File: src/hdl/calendar_clock_with_alarm_queue_top_macros.svh
// Assertion helpers for the calendar clock top level.
`ifndef CALENDAR_CLOCK_WITH_ALARM_QUEUE_TOP_MACROS_SVH
`define CALENDAR_CLOCK_WITH_ALARM_QUEUE_TOP_MACROS_SVH

// Same-cycle implication, sampled on clk_i, off during reset.
`define CCAQ_ASSERT_IMP(lbl, ante, cons) \
  lbl: assert property (@(posedge clk_i) disable iff (!rst_ni) (ante) |-> (cons)) \
    else $error("ccaq: same-cycle check failed");

// Next-cycle implication, sampled on clk_i, off during reset.
`define CCAQ_ASSERT_NXT(lbl, ante, cons) \
  lbl: assert property (@(posedge clk_i) disable iff (!rst_ni) (ante) |=> (cons)) \
    else $error("ccaq: next-cycle check failed");

`endif

File: src/hdl/ccaq_pkg.sv
`timescale 1ns / 1ps

package ccaq_pkg;

  localparam int unsigned QueueDepthDef    = 32;
  localparam int unsigned TicksPerFifthDef = 12;
  localparam int unsigned MaxResults       = 32;

  localparam logic [15:0] StartYear  = 16'd2155;
  localparam logic [4:0]  ResetDay   = 5'd17;
  localparam logic [3:0]  ResetMonth = 4'd2;

  // operation codes
  localparam logic [1:0] OpTick   = 2'd0;
  localparam logic [1:0] OpAdd    = 2'd1;
  localparam logic [1:0] OpRate   = 2'd2;
  localparam logic [1:0] OpUnused = 2'd3;

  // result kinds
  localparam logic [1:0] KindAdd   = 2'd0;
  localparam logic [1:0] KindFired = 2'd1;
  localparam logic [1:0] KindTick  = 2'd2;
  localparam logic [1:0] KindRate  = 2'd3;

  // add status codes
  localparam logic [1:0] StatQueued = 2'd0;
  localparam logic [1:0] StatNow    = 2'd1;
  localparam logic [1:0] StatPast   = 2'd2;
  localparam logic [1:0] StatFull   = 2'd3;

  // divisibility by 25 through the inverse of 25 modulo 2^16
  localparam logic [15:0] Inv25   = 16'd23593;
  localparam logic [15:0] Lim25   = 16'd2621;

  typedef struct packed {
    logic [1:0]  op;
    logic        relative;
    logic [7:0]  alarm_month;
    logic [7:0]  alarm_day;
    logic [15:0] alarm_year;
    logic [7:0]  alarm_tag;
    logic [15:0] day_secs;
  } ccaq_in_t;

  typedef struct packed {
    logic [1:0]  kind;
    logic [7:0]  fired_tag;
    logic [1:0]  add_status;
    logic [4:0]  now_day;
    logic [3:0]  now_month;
    logic [15:0] now_year;
    logic        day_rolled;
    logic        last;
  } ccaq_out_t;

  // one queued alarm; the date part compares as one number
  typedef struct packed {
    logic [15:0] year;
    logic [3:0]  month;
    logic [4:0]  day;
    logic [7:0]  tag;
  } ccaq_entry_t;

  typedef enum logic [3:0] {
    ST_IDLE,
    ST_TICK,
    ST_POP_RD,
    ST_POP_CMP,
    ST_ADD,
    ST_REL_M,
    ST_REL_D,
    ST_CHECK,
    ST_INS_RD,
    ST_INS_CMP,
    ST_RATE_MUL,
    ST_RATE_PRD,
    ST_RATE_DIV,
    ST_RATE_END
  } ccaq_state_e;

  // Gregorian leap year
  function automatic logic is_leap(input logic [15:0] y);
    logic [15:0] p;
    logic        d25;
    p   = 16'(y * Inv25);
    d25 = (p <= Lim25);
    return (y[1:0] == 2'd0) && (!d25 || (y[3:0] == 4'd0));
  endfunction

  // days in month m of year y, 0 for a month outside 1..12
  function automatic logic [4:0] days_of(input logic [3:0] m, input logic [15:0] y);
    logic [4:0] d;
    unique case (m)
      4'd2:                                     d = is_leap(y) ? 5'd29 : 5'd28;
      4'd4, 4'd6, 4'd9, 4'd11:                  d = 5'd30;
      4'd1, 4'd3, 4'd5, 4'd7, 4'd8, 4'd10, 4'd12: d = 5'd31;
      default:                                  d = 5'd0;
    endcase
    return d;
  endfunction

endpackage

File: src/hdl/calendar_clock_with_alarm_queue_top.sv
`timescale 1ns / 1ps
// Channel  | Ports                          | Carries
// input    | in_valid_i/in_ready_o/in_data_i  | op and alarm or day-length fields
// output   | out_valid_o/out_ready_i/out_data_o | one or more results per transaction
//
// Tick: counts down; at zero the date advances and due alarms are popped from the queue head.
// Add: absolute dates are range-checked; relative offsets are carried through months and days,
// then the insertion pass shifts later queued entries up (one memory read per compare).
// Set day length: runs the 41-step restoring divider, skipped when no ticks remain or no length is set.
// Reset loads Feb 17 of the start year, zeros the counters and queue count; memory is kept.
// A full output register stalls the sequencer; input is taken only in idle.

`include "calendar_clock_with_alarm_queue_top_macros.svh"

module calendar_clock_with_alarm_queue_top #(
  parameter int unsigned QUEUE_DEPTH            = ccaq_pkg::QueueDepthDef,
  parameter int unsigned TICKS_PER_FIFTH_SECOND = ccaq_pkg::TicksPerFifthDef
) (
  input  logic                clk_i,
  input  logic                rst_ni,
  input  logic                in_valid_i,
  output logic                in_ready_o,
  input  ccaq_pkg::ccaq_in_t  in_data_i,
  output logic                out_valid_o,
  input  logic                out_ready_i,
  output ccaq_pkg::ccaq_out_t out_data_o
);

  localparam int unsigned IdxW = $clog2(QUEUE_DEPTH);
  localparam int unsigned CntW = $clog2(QUEUE_DEPTH + 1);
  localparam int unsigned ResW = $clog2(ccaq_pkg::MaxResults + 1);

  // control state
  ccaq_pkg::ccaq_state_e state_q, state_d;
  logic [20:0]     tl_q, tl_d;
  logic [19:0]     dl_q, dl_d;
  logic [4:0]      day_q, day_d;
  logic [3:0]      mon_q, mon_d;
  logic [15:0]     yr_q, yr_d;
  logic [IdxW-1:0] head_q, head_d;
  logic [CntW-1:0] cnt_q, cnt_d;
  logic [CntW-1:0] i_q, i_d;
  logic            pend_q, pend_d;
  logic [ResW-1:0] nres_q, nres_d;
  logic [5:0]      dcnt_q, dcnt_d;
  logic            out_valid_q, out_valid_d;

  // payload
  ccaq_pkg::ccaq_in_t  in_q, in_d;
  ccaq_pkg::ccaq_out_t out_q, out_d;
  logic [8:0]  nm_q, nm_d;
  logic [8:0]  nd_q, nd_d;
  logic [15:0] ny_q, ny_d;
  logic [7:0]  ptag_q, ptag_d;
  logic [40:0] prod_q, prod_d;
  logic [19:0] rem_q, rem_d;
  logic [20:0] quo_q, quo_d;
  logic [19:0] nl_q, nl_d;
  logic        minone_q, minone_d;

  // alarm memory
  ccaq_pkg::ccaq_entry_t mem_q [QUEUE_DEPTH];
  ccaq_pkg::ccaq_entry_t rd_q;
  logic                  rd_en;
  logic [IdxW-1:0]       rd_addr;
  logic                  mem_we;
  logic [IdxW-1:0]       mem_wa;
  ccaq_pkg::ccaq_entry_t mem_wd;

  logic                slot_free;
  logic                emit;
  ccaq_pkg::ccaq_out_t eo;

  assign slot_free   = !out_valid_q || out_ready_i;
  assign in_ready_o  = (state_q == ccaq_pkg::ST_IDLE);
  assign out_valid_o = out_valid_q;
  assign out_data_o  = out_q;

  // queue position i relative to head, wrapped into the memory
  function automatic logic [IdxW-1:0] phys(input logic [CntW-1:0] i);
    logic [CntW:0] s;
    s = (CntW + 1)'(head_q) + (CntW + 1)'(i);
    if (s >= (CntW + 1)'(QUEUE_DEPTH)) begin
      s = s - (CntW + 1)'(QUEUE_DEPTH);
    end
    return IdxW'(s);
  endfunction

  // sequencer
  always_comb begin
    logic [20:0] tl_dec;
    logic [4:0]  dm;
    logic [24:0] new_date;
    logic [24:0] cur_date;
    logic        match;
    logic [20:0] rem_sh;
    ccaq_pkg::ccaq_entry_t ne;

    state_d     = state_q;
    tl_d        = tl_q;
    dl_d        = dl_q;
    day_d       = day_q;
    mon_d       = mon_q;
    yr_d        = yr_q;
    head_d      = head_q;
    cnt_d       = cnt_q;
    i_d         = i_q;
    pend_d      = pend_q;
    nres_d      = nres_q;
    dcnt_d      = dcnt_q;
    in_d        = in_q;
    nm_d        = nm_q;
    nd_d        = nd_q;
    ny_d        = ny_q;
    ptag_d      = ptag_q;
    prod_d      = prod_q;
    rem_d       = rem_q;
    quo_d       = quo_q;
    nl_d        = nl_q;
    minone_d    = minone_q;
    rd_en       = 1'b0;
    rd_addr     = '0;
    mem_we      = 1'b0;
    mem_wa      = '0;
    mem_wd      = '0;
    emit        = 1'b0;
    eo          = '0;
    eo.now_day   = day_q;
    eo.now_month = mon_q;
    eo.now_year  = yr_q;
    eo.last      = 1'b1;

    tl_dec   = (tl_q != '0) ? tl_q - 21'd1 : '0;
    new_date = {ny_q, nm_q[3:0], nd_q[4:0]};
    cur_date = {yr_q, mon_q, day_q};
    match    = (cnt_q != '0) && (rd_q[32:8] == cur_date);
    rem_sh   = {rem_q, prod_q[40]};
    ne.year  = ny_q;
    ne.month = nm_q[3:0];
    ne.day   = nd_q[4:0];
    ne.tag   = in_q.alarm_tag;
    dm       = '0;

    unique case (state_q)
      ccaq_pkg::ST_IDLE: begin
        if (in_valid_i) begin
          in_d = in_data_i;
          unique case (in_data_i.op)
            ccaq_pkg::OpTick: state_d = ccaq_pkg::ST_TICK;
            ccaq_pkg::OpAdd:  state_d = ccaq_pkg::ST_ADD;
            ccaq_pkg::OpRate: state_d = ccaq_pkg::ST_RATE_MUL;
            default:          state_d = ccaq_pkg::ST_IDLE;
          endcase
        end
      end

      // count down; reload and advance the date at zero
      ccaq_pkg::ST_TICK: begin
        if (tl_dec == '0 && dl_q != '0) begin
          tl_d = 21'(dl_q);
          dm   = ccaq_pkg::days_of(mon_q, yr_q);
          if (day_q >= dm) begin
            day_d = 5'd1;
            if (mon_q == 4'd12) begin
              mon_d = 4'd1;
              yr_d  = yr_q + 16'd1;
            end else begin
              mon_d = mon_q + 4'd1;
            end
          end else begin
            day_d = day_q + 5'd1;
          end
          nres_d  = '0;
          pend_d  = 1'b0;
          state_d = ccaq_pkg::ST_POP_RD;
        end else if (slot_free) begin
          tl_d    = (tl_dec == '0) ? 21'(dl_q) : tl_dec;
          emit    = 1'b1;
          eo.kind = ccaq_pkg::KindTick;
          state_d = ccaq_pkg::ST_IDLE;
        end
      end

      ccaq_pkg::ST_POP_RD: begin
        rd_en   = 1'b1;
        rd_addr = head_q;
        state_d = ccaq_pkg::ST_POP_CMP;
      end

      // one result is held back so that the final one carries last
      ccaq_pkg::ST_POP_CMP: begin
        eo.day_rolled = 1'b1;
        if (match) begin
          if (nres_q == ResW'(ccaq_pkg::MaxResults) || !pend_q || slot_free) begin
            if (nres_q != ResW'(ccaq_pkg::MaxResults)) begin
              if (pend_q) begin
                emit         = 1'b1;
                eo.kind      = ccaq_pkg::KindFired;
                eo.fired_tag = ptag_q;
                eo.last      = 1'b0;
              end
              pend_d = 1'b1;
              ptag_d = rd_q.tag;
              nres_d = nres_q + ResW'(1);
            end
            head_d  = (head_q == IdxW'(QUEUE_DEPTH - 1)) ? '0 : head_q + IdxW'(1);
            cnt_d   = cnt_q - CntW'(1);
            state_d = ccaq_pkg::ST_POP_RD;
          end
        end else if (slot_free) begin
          emit = 1'b1;
          if (pend_q) begin
            eo.kind      = ccaq_pkg::KindFired;
            eo.fired_tag = ptag_q;
          end else begin
            eo.kind = ccaq_pkg::KindTick;
          end
          state_d = ccaq_pkg::ST_IDLE;
        end
      end

      ccaq_pkg::ST_ADD: begin
        if (in_q.relative) begin
          if (in_q.alarm_month == '0 && in_q.alarm_day == '0 && in_q.alarm_year == '0) begin
            if (slot_free) begin
              emit          = 1'b1;
              eo.kind       = ccaq_pkg::KindAdd;
              eo.fired_tag  = in_q.alarm_tag;
              eo.add_status = ccaq_pkg::StatNow;
              state_d       = ccaq_pkg::ST_IDLE;
            end
          end else begin
            nm_d    = 9'(in_q.alarm_month) + 9'(mon_q) - 9'd1;
            nd_d    = 9'(in_q.alarm_day) + 9'(day_q);
            ny_d    = in_q.alarm_year + yr_q;
            state_d = ccaq_pkg::ST_REL_M;
          end
        end else begin
          if (in_q.alarm_month >= 8'd1 && in_q.alarm_month <= 8'd12) begin
            dm = ccaq_pkg::days_of(in_q.alarm_month[3:0], in_q.alarm_year);
          end
          if (in_q.alarm_day == '0 || in_q.alarm_day > 8'(dm)) begin
            if (slot_free) begin
              emit          = 1'b1;
              eo.kind       = ccaq_pkg::KindAdd;
              eo.add_status = ccaq_pkg::StatPast;
              state_d       = ccaq_pkg::ST_IDLE;
            end
          end else begin
            nm_d    = 9'(in_q.alarm_month);
            nd_d    = 9'(in_q.alarm_day);
            ny_d    = in_q.alarm_year;
            state_d = ccaq_pkg::ST_CHECK;
          end
        end
      end

      // fold month offset into years, twelve at a time
      ccaq_pkg::ST_REL_M: begin
        if (nm_q >= 9'd12) begin
          nm_d = nm_q - 9'd12;
          ny_d = ny_q + 16'd1;
        end else begin
          nm_d    = nm_q + 9'd1;
          state_d = ccaq_pkg::ST_REL_D;
        end
      end

      // carry days through month lengths, one month per cycle
      ccaq_pkg::ST_REL_D: begin
        dm = ccaq_pkg::days_of(nm_q[3:0], ny_q);
        if (nd_q > 9'(dm)) begin
          nd_d = nd_q - 9'(dm);
          if (nm_q == 9'd12) begin
            nm_d = 9'd1;
            ny_d = ny_q + 16'd1;
          end else begin
            nm_d = nm_q + 9'd1;
          end
        end else begin
          state_d = ccaq_pkg::ST_CHECK;
        end
      end

      ccaq_pkg::ST_CHECK: begin
        if (new_date < cur_date || cnt_q == CntW'(QUEUE_DEPTH)) begin
          if (slot_free) begin
            emit          = 1'b1;
            eo.kind       = ccaq_pkg::KindAdd;
            eo.add_status = (new_date < cur_date) ? ccaq_pkg::StatPast : ccaq_pkg::StatFull;
            state_d       = ccaq_pkg::ST_IDLE;
          end
        end else begin
          i_d     = cnt_q;
          state_d = ccaq_pkg::ST_INS_RD;
        end
      end

      // insertion pass from the tail toward the head
      ccaq_pkg::ST_INS_RD: begin
        if (i_q == '0) begin
          if (slot_free) begin
            mem_we  = 1'b1;
            mem_wa  = phys(i_q);
            mem_wd  = ne;
            cnt_d   = cnt_q + CntW'(1);
            emit    = 1'b1;
            eo.kind = ccaq_pkg::KindAdd;
            state_d = ccaq_pkg::ST_IDLE;
          end
        end else begin
          rd_en   = 1'b1;
          rd_addr = phys(i_q - CntW'(1));
          state_d = ccaq_pkg::ST_INS_CMP;
        end
      end

      ccaq_pkg::ST_INS_CMP: begin
        if (rd_q[32:8] > new_date) begin
          mem_we  = 1'b1;
          mem_wa  = phys(i_q);
          mem_wd  = rd_q;
          i_d     = i_q - CntW'(1);
          state_d = ccaq_pkg::ST_INS_RD;
        end else if (slot_free) begin
          mem_we  = 1'b1;
          mem_wa  = phys(i_q);
          mem_wd  = ne;
          cnt_d   = cnt_q + CntW'(1);
          emit    = 1'b1;
          eo.kind = ccaq_pkg::KindAdd;
          state_d = ccaq_pkg::ST_IDLE;
        end
      end

      ccaq_pkg::ST_RATE_MUL: begin
        nl_d    = 20'(20'(in_q.day_secs) * 20'(TICKS_PER_FIFTH_SECOND));
        state_d = ccaq_pkg::ST_RATE_PRD;
      end

      ccaq_pkg::ST_RATE_PRD: begin
        minone_d = 1'b0;
        if (dl_q == '0) begin
          quo_d   = 21'(nl_q);
          state_d = ccaq_pkg::ST_RATE_END;
        end else if (tl_q == '0) begin
          quo_d   = '0;
          state_d = ccaq_pkg::ST_RATE_END;
        end else begin
          prod_d   = 41'(tl_q) * 41'(nl_q);
          rem_d    = '0;
          quo_d    = '0;
          dcnt_d   = 6'd40;
          minone_d = 1'b1;
          state_d  = ccaq_pkg::ST_RATE_DIV;
        end
      end

      // restoring division, one quotient bit per cycle
      ccaq_pkg::ST_RATE_DIV: begin
        prod_d = {prod_q[39:0], 1'b0};
        if (rem_sh >= 21'(dl_q)) begin
          rem_d = 20'(rem_sh - 21'(dl_q));
          quo_d = {quo_q[19:0], 1'b1};
        end else begin
          rem_d = rem_sh[19:0];
          quo_d = {quo_q[19:0], 1'b0};
        end
        dcnt_d = dcnt_q - 6'd1;
        if (dcnt_q == '0) begin
          state_d = ccaq_pkg::ST_RATE_END;
        end
      end

      ccaq_pkg::ST_RATE_END: begin
        if (slot_free) begin
          dl_d    = nl_q;
          tl_d    = (minone_q && quo_q == '0) ? 21'd1 : quo_q;
          emit    = 1'b1;
          eo.kind = ccaq_pkg::KindRate;
          state_d = ccaq_pkg::ST_IDLE;
        end
      end

      default: state_d = ccaq_pkg::ST_IDLE;
    endcase

    // output register
    out_valid_d = out_valid_q;
    out_d       = out_q;
    if (emit) begin
      out_valid_d = 1'b1;
      out_d       = eo;
    end else if (out_ready_i) begin
      out_valid_d = 1'b0;
    end
  end

  // control registers
  always_ff @(posedge clk_i or negedge rst_ni) begin
    if (!rst_ni) begin
      state_q     <= ccaq_pkg::ST_IDLE;
      tl_q        <= '0;
      dl_q        <= '0;
      day_q       <= ccaq_pkg::ResetDay;
      mon_q       <= ccaq_pkg::ResetMonth;
      yr_q        <= ccaq_pkg::StartYear;
      head_q      <= '0;
      cnt_q       <= '0;
      i_q         <= '0;
      pend_q      <= 1'b0;
      nres_q      <= '0;
      dcnt_q      <= '0;
      out_valid_q <= 1'b0;
    end else begin
      state_q     <= state_d;
      tl_q        <= tl_d;
      dl_q        <= dl_d;
      day_q       <= day_d;
      mon_q       <= mon_d;
      yr_q        <= yr_d;
      head_q      <= head_d;
      cnt_q       <= cnt_d;
      i_q         <= i_d;
      pend_q      <= pend_d;
      nres_q      <= nres_d;
      dcnt_q      <= dcnt_d;
      out_valid_q <= out_valid_d;
    end
  end

  // payload registers
  always_ff @(posedge clk_i) begin
    in_q     <= in_d;
    out_q    <= out_d;
    nm_q     <= nm_d;
    nd_q     <= nd_d;
    ny_q     <= ny_d;
    ptag_q   <= ptag_d;
    prod_q   <= prod_d;
    rem_q    <= rem_d;
    quo_q    <= quo_d;
    nl_q     <= nl_d;
    minone_q <= minone_d;
  end

  // alarm memory, one write and one registered read per cycle
  always_ff @(posedge clk_i) begin
    if (mem_we) begin
      mem_q[mem_wa] <= mem_wd;
    end
    if (rd_en) begin
      rd_q <= mem_q[rd_addr];
    end
  end

  `CCAQ_ASSERT_IMP(a_cnt_bound, 1'b1, cnt_q <= CntW'(QUEUE_DEPTH))
  `CCAQ_ASSERT_NXT(a_idle_queue_hold, state_q == ccaq_pkg::ST_IDLE, $stable(cnt_q) && $stable(head_q))
  `CCAQ_ASSERT_IMP(a_res_bound, 1'b1, nres_q <= ResW'(ccaq_pkg::MaxResults))
  `CCAQ_ASSERT_IMP(a_emit_busy, $rose(out_valid_q), $past(state_q) != ccaq_pkg::ST_IDLE)

endmodule
File: config.mk
export PLATFORM = sky130hd
export DESIGN_NAME = calendar_clock_with_alarm_queue_top
export DESIGN_NICKNAME = d
export VERILOG_FILES = /design/src/hdl/ccaq_pkg.sv /design/src/hdl/calendar_clock_with_alarm_queue_top.sv
export VERILOG_INCLUDE_DIRS = /design/src /design/src/hdl
export SDC_FILE = /design/constraint.sdc
export NUM_CORES = 2
export LEC_CHECK = 0
export BUFFER_PORTS_ARGS = -buffer_cell sky130_fd_sc_hd__buf_2
export CORE_UTILIZATION = 50
export CTS_BUF_LIST = sky130_fd_sc_hd__clkbuf_8 sky130_fd_sc_hd__clkbuf_16
export CTS_CLUSTER_DIAMETER = 120
export DETAILED_ROUTE_END_ITERATION = 10
export PLACE_DENSITY = 0.68
export SYNTH_ARGS = -nofsm -noshare
export SYNTH_HDL_FRONTEND = slang
export SYNTH_SLANG_ARGS = --single-unit
File: constraint.sdc
create_clock -name clk_i -period 7 [get_ports clk_i]
set_clock_uncertainty 0.2 [all_clocks]
set_input_delay 2.1 -clock clk_i [delete_from_list [all_inputs] [get_ports clk_i]]
set_output_delay 2.1 -clock clk_i [all_outputs]
set_load 0.03 [all_outputs]
==> flow_summary.json <==
{
  "synth_edf_count": 1326,
  "fmax_ghz": 0.1488,
  "cp_cell_sequence": "nand2_1 -> fa_1 -> inv_1 -> fa_1 -> fa_1 -> inv_1 -> fa_1 -> inv_1 -> fa_1 -> fa_1 -> ha_1 -> a211o_1 -> or3_1 -> a211oi_2 -> buf_4 -> o21ai_0 -> a21oi_1 -> xor2_1 -> a21oi_1",
  "synth-warning-count": 0,
  "startpoint_type": "flip-flop",
  "min_path_type": "flip-flop to flip-flop",
  "syn_nets": 8387,
  "yosys_most_used_dff": "edfxtp_1",
  "stdcell_count": 9896,
  "avgSynthCellArea_um2": 10.84,
  "start_util": 0.5045,
  "cts.path.max_buffers": 3,
  "grt_usage": 0.2741,
  "nFillCells": 13390,
  "die_x_um": 405.0,
  "cts_tree": "yes",
  "drt-initial-drc-count": 6748,
  "pre_cts_slack_ns": -0.03885,
  "holdWs_ns": 0.2618,
  "grt_pass1_vias": 55920,
  "htreeDepth": 4,
  "gp_congestion": 0.9461,
  "slew_viol_final": 0,
  "clkLatencyLatePin_ns": 0.84,
  "grt_max_degree": 165,
  "worstSetupStartpoint": "tl_q[19]",
  "yosys_register_bits": 1425,
  "design.final.nets": 8508,
  "crit_fanout": 16,
  "syn_area_um2": 81190,
  "grt_overflow": 0,
  "async_flop_share": 0.06947,
  "ant_nets": 0,
  "synth-compound-area-share": 0.06807,
  "num_vias": 57740,
  "netlist_instances": 7488,
  "cap_violations": 0,
  "dpl.cell_count": 9584,
  "fin_setup_tns_ns": 0,
  "dpl.hpwl_um": 143400,
  "coreArea_um2": 160900,
  "fp-row-count": 147,
  "synth.mux.area_fraction": 0.005332,
  "cp_top_family": "adder cells",
  "cp_common_cell": "fa_1",
  "synth_top_family_by_area": "simple AND/OR/NAND/NOR gates",
  "cp_slowest_cell": "dfrtp_1",
  "min_from": "rd_q[6]",
  "clkSinkCount": 1425,
  "synth-xor-area-share": 0.02427,
  "synthAdderAreaFrac": 0.1628,
  "ios": 104,
  "cp-end-kind": "flip-flop",
  "reg2reg_from": "tl_q[19]",
  "dieHeight_um": 405.0,
  "cts_root_buffer": "clkbuf_16",
  "rsz0062_at_grt": "true",
  "antenna_found_initial": 4,
  "status": "completed",
  "numPortBuffers": 103,
  "path_class": "flip-flop to flip-flop",
  "fin_crit_ns": 6.719,
  "area.growth.synth_to_final_pct": 11.77,
  "antennaDiodeCount": 0,
  "cp.required_ns": 7.33,
  "drc": 0,
  "slew_headroom": 0.09868,
  "final_cell_mix": "nand2_1 (1712), edfxtp_1 (1326), nand3_1 (732)",
  "die_area_um2": 164000,
  "grt_first_pass_wirelength_um": 340800,
  "dr.pass1.iters": 6,
  "cp_num_buf_inv": 4,
  "ys_seq_area_frac": 0.5211,
  "slowest_delay_ns": 0.78,
  "cp.arrival_ns": 7.05,
  "vias_per_cell": 5.835,
  "routedWlPerCell_um": 22.65,
  "final.period_utilization": 0.9598,
  "worst_slew_pin_slew_ns": 1.352,
  "numCtsBuffers": 155,
  "final_common_cell": "nand2_1",
  "yosysUniqueCellTypes": 81,
  "drive_above_1_share": 0.08984,
  "setup_viol": 0,
  "hold_violations": 0,
  "wl_um": 224100,
  "synth-simple-area-share": 0.1687,
  "worst_slack_ns": 0.2814,
  "clkTransAtPathRegs_ns": 0.06
}
[per-stage QoR]
stage | instance area, um2 | util
5_1_grt | 90740 | 0.5638
6_report | 90740 | 0.5638
4_1_cts | 90350 | 0.5614
3_3_place_gp | 85200 | 0.5294
3_5_place_dp | 85200 | 0.5294
2_1_floorplan | 81200 | -
[cell usage after synthesis, types with 25 or more instances]
master	n	area share
dfrtp_1	90	0.028
o211ai_1	143	0.013
fa_1	367	0.090
xnor2_1	159	0.017
inv_1	661	0.031
xor2_1	66	0.0071
nand2b_1	27	0.0021
a22o_1	45	0.0049
edfxtp_1	1326	0.49
and2_1	122	0.0094
and4_1	37	0.0040
mux2i_1	32	0.0039
nand2_1	1712	0.079
nor2_1	227	0.010
a211oi_1	25	0.0023
buf_2	79	0.0049
nor2b_1	30	0.0023
o21ai_0	194	0.012
ha_1	469	0.072
nor4_1	26	0.0020
nand4_1	36	0.0028
nor3_1	57	0.0035
a21oi_1	153	0.0094
nand3_1	733	0.045
or3_1	25	0.0019
clkbuf_1	275	0.013
a21o_1	71	0.0066
[worst reg2reg max path, cell delays in order (launching register included)]
cell and delay (ns):
dfrtp_1 0.78, nand2_1 0.21, fa_1 0.59, inv_1 0.05, fa_1 0.47, fa_1 0.52, inv_1 0.06, fa_1 0.52
inv_1 0.05, fa_1 0.46, fa_1 0.49, ha_1 0.37, a211o_1 0.32, or3_1 0.38, a211oi_2 0.16, buf_4 0.17
o21ai_0 0.14, a21oi_1 0.31, xor2_1 0.18, a21oi_1 0.08
[cell families (layout without fill, tap and decap cells)]
logic type / count (synthesis) / in the layout
xor gates and xnor gates: 225 / 225
adders and majority gates: 836 / 836
and+or+nand+nor: 3094 / 3094
AOI/OAI and AO/OA: 823 / 823
DFF: 1425 / 1425
muxes: 42 / 42
buffers and inverters: 1043 / 1291
[final timing paths]
path,end,depth (start not counted),slack (ns)
max,prod_q[36],19,0.28
min,ptag_q[6],0,0.26
max reg2reg,prod_q[36],19,0.28
min reg2reg,ptag_q[6],0,0.26
max in group asynchronous,tl_q[14],2,4.16
min in group asynchronous,yr_q[2],1,1.22
[layout make-up]
class / instances / area [um2] / area share
Inverter: 661 / 2481 / 0.02734
Timing Repair Buffer: 346 / 2784 / 0.03068
Sequential cell: 1425 / 42310 / 0.4663
Multi-Input combinational cell: 5020 / 35320 / 0.3892
Clock buffer: 158 / 3920 / 0.04320
Clock inverter: 126 / 1226 / 0.01351
Tap cell: 2160 / 2703 / 0.02978
[what timing repair did]
| action | 4_1_cts | 5_1_grt |
|---|---|---|
| buffers inserted | 0 | 25 |
| gates resized for setup | 1 | 33 |
| setup endpoints to repair | 62 | 90 |
| pin swaps | 0 | 7 |
| hold buffers | 0 | 0 |
| gates cloned | 0 | 3 |
[per-layer routing]
layer | global-route usage | vias up | part of all wire
met5 | 0 | - | 0.000058
met4 | 0.07091 | 2 | 0.025
met3 | 0.05100 | 359 | 0.096
met2 | 0.4319 | 2642 | 0.46
met1 | 0.3904 | 28650 | 0.42
li1 | - | 26090 | -
[flip-flops by register name (all words and copies together) (netlist names), 16 cells and up]
name	count
nl_q	18
mem_q	1056
dl_q	18
rem_q	20
prod_q	39
yr_q	16
in_q	57
out_data_o	39
ny_q	16
rd_q	33
tl_q	21
quo_q	21
Power is left out: the tool's default activity adds up to more than one toggle a clock period on the data nets, which glitch-free logic cannot reach.
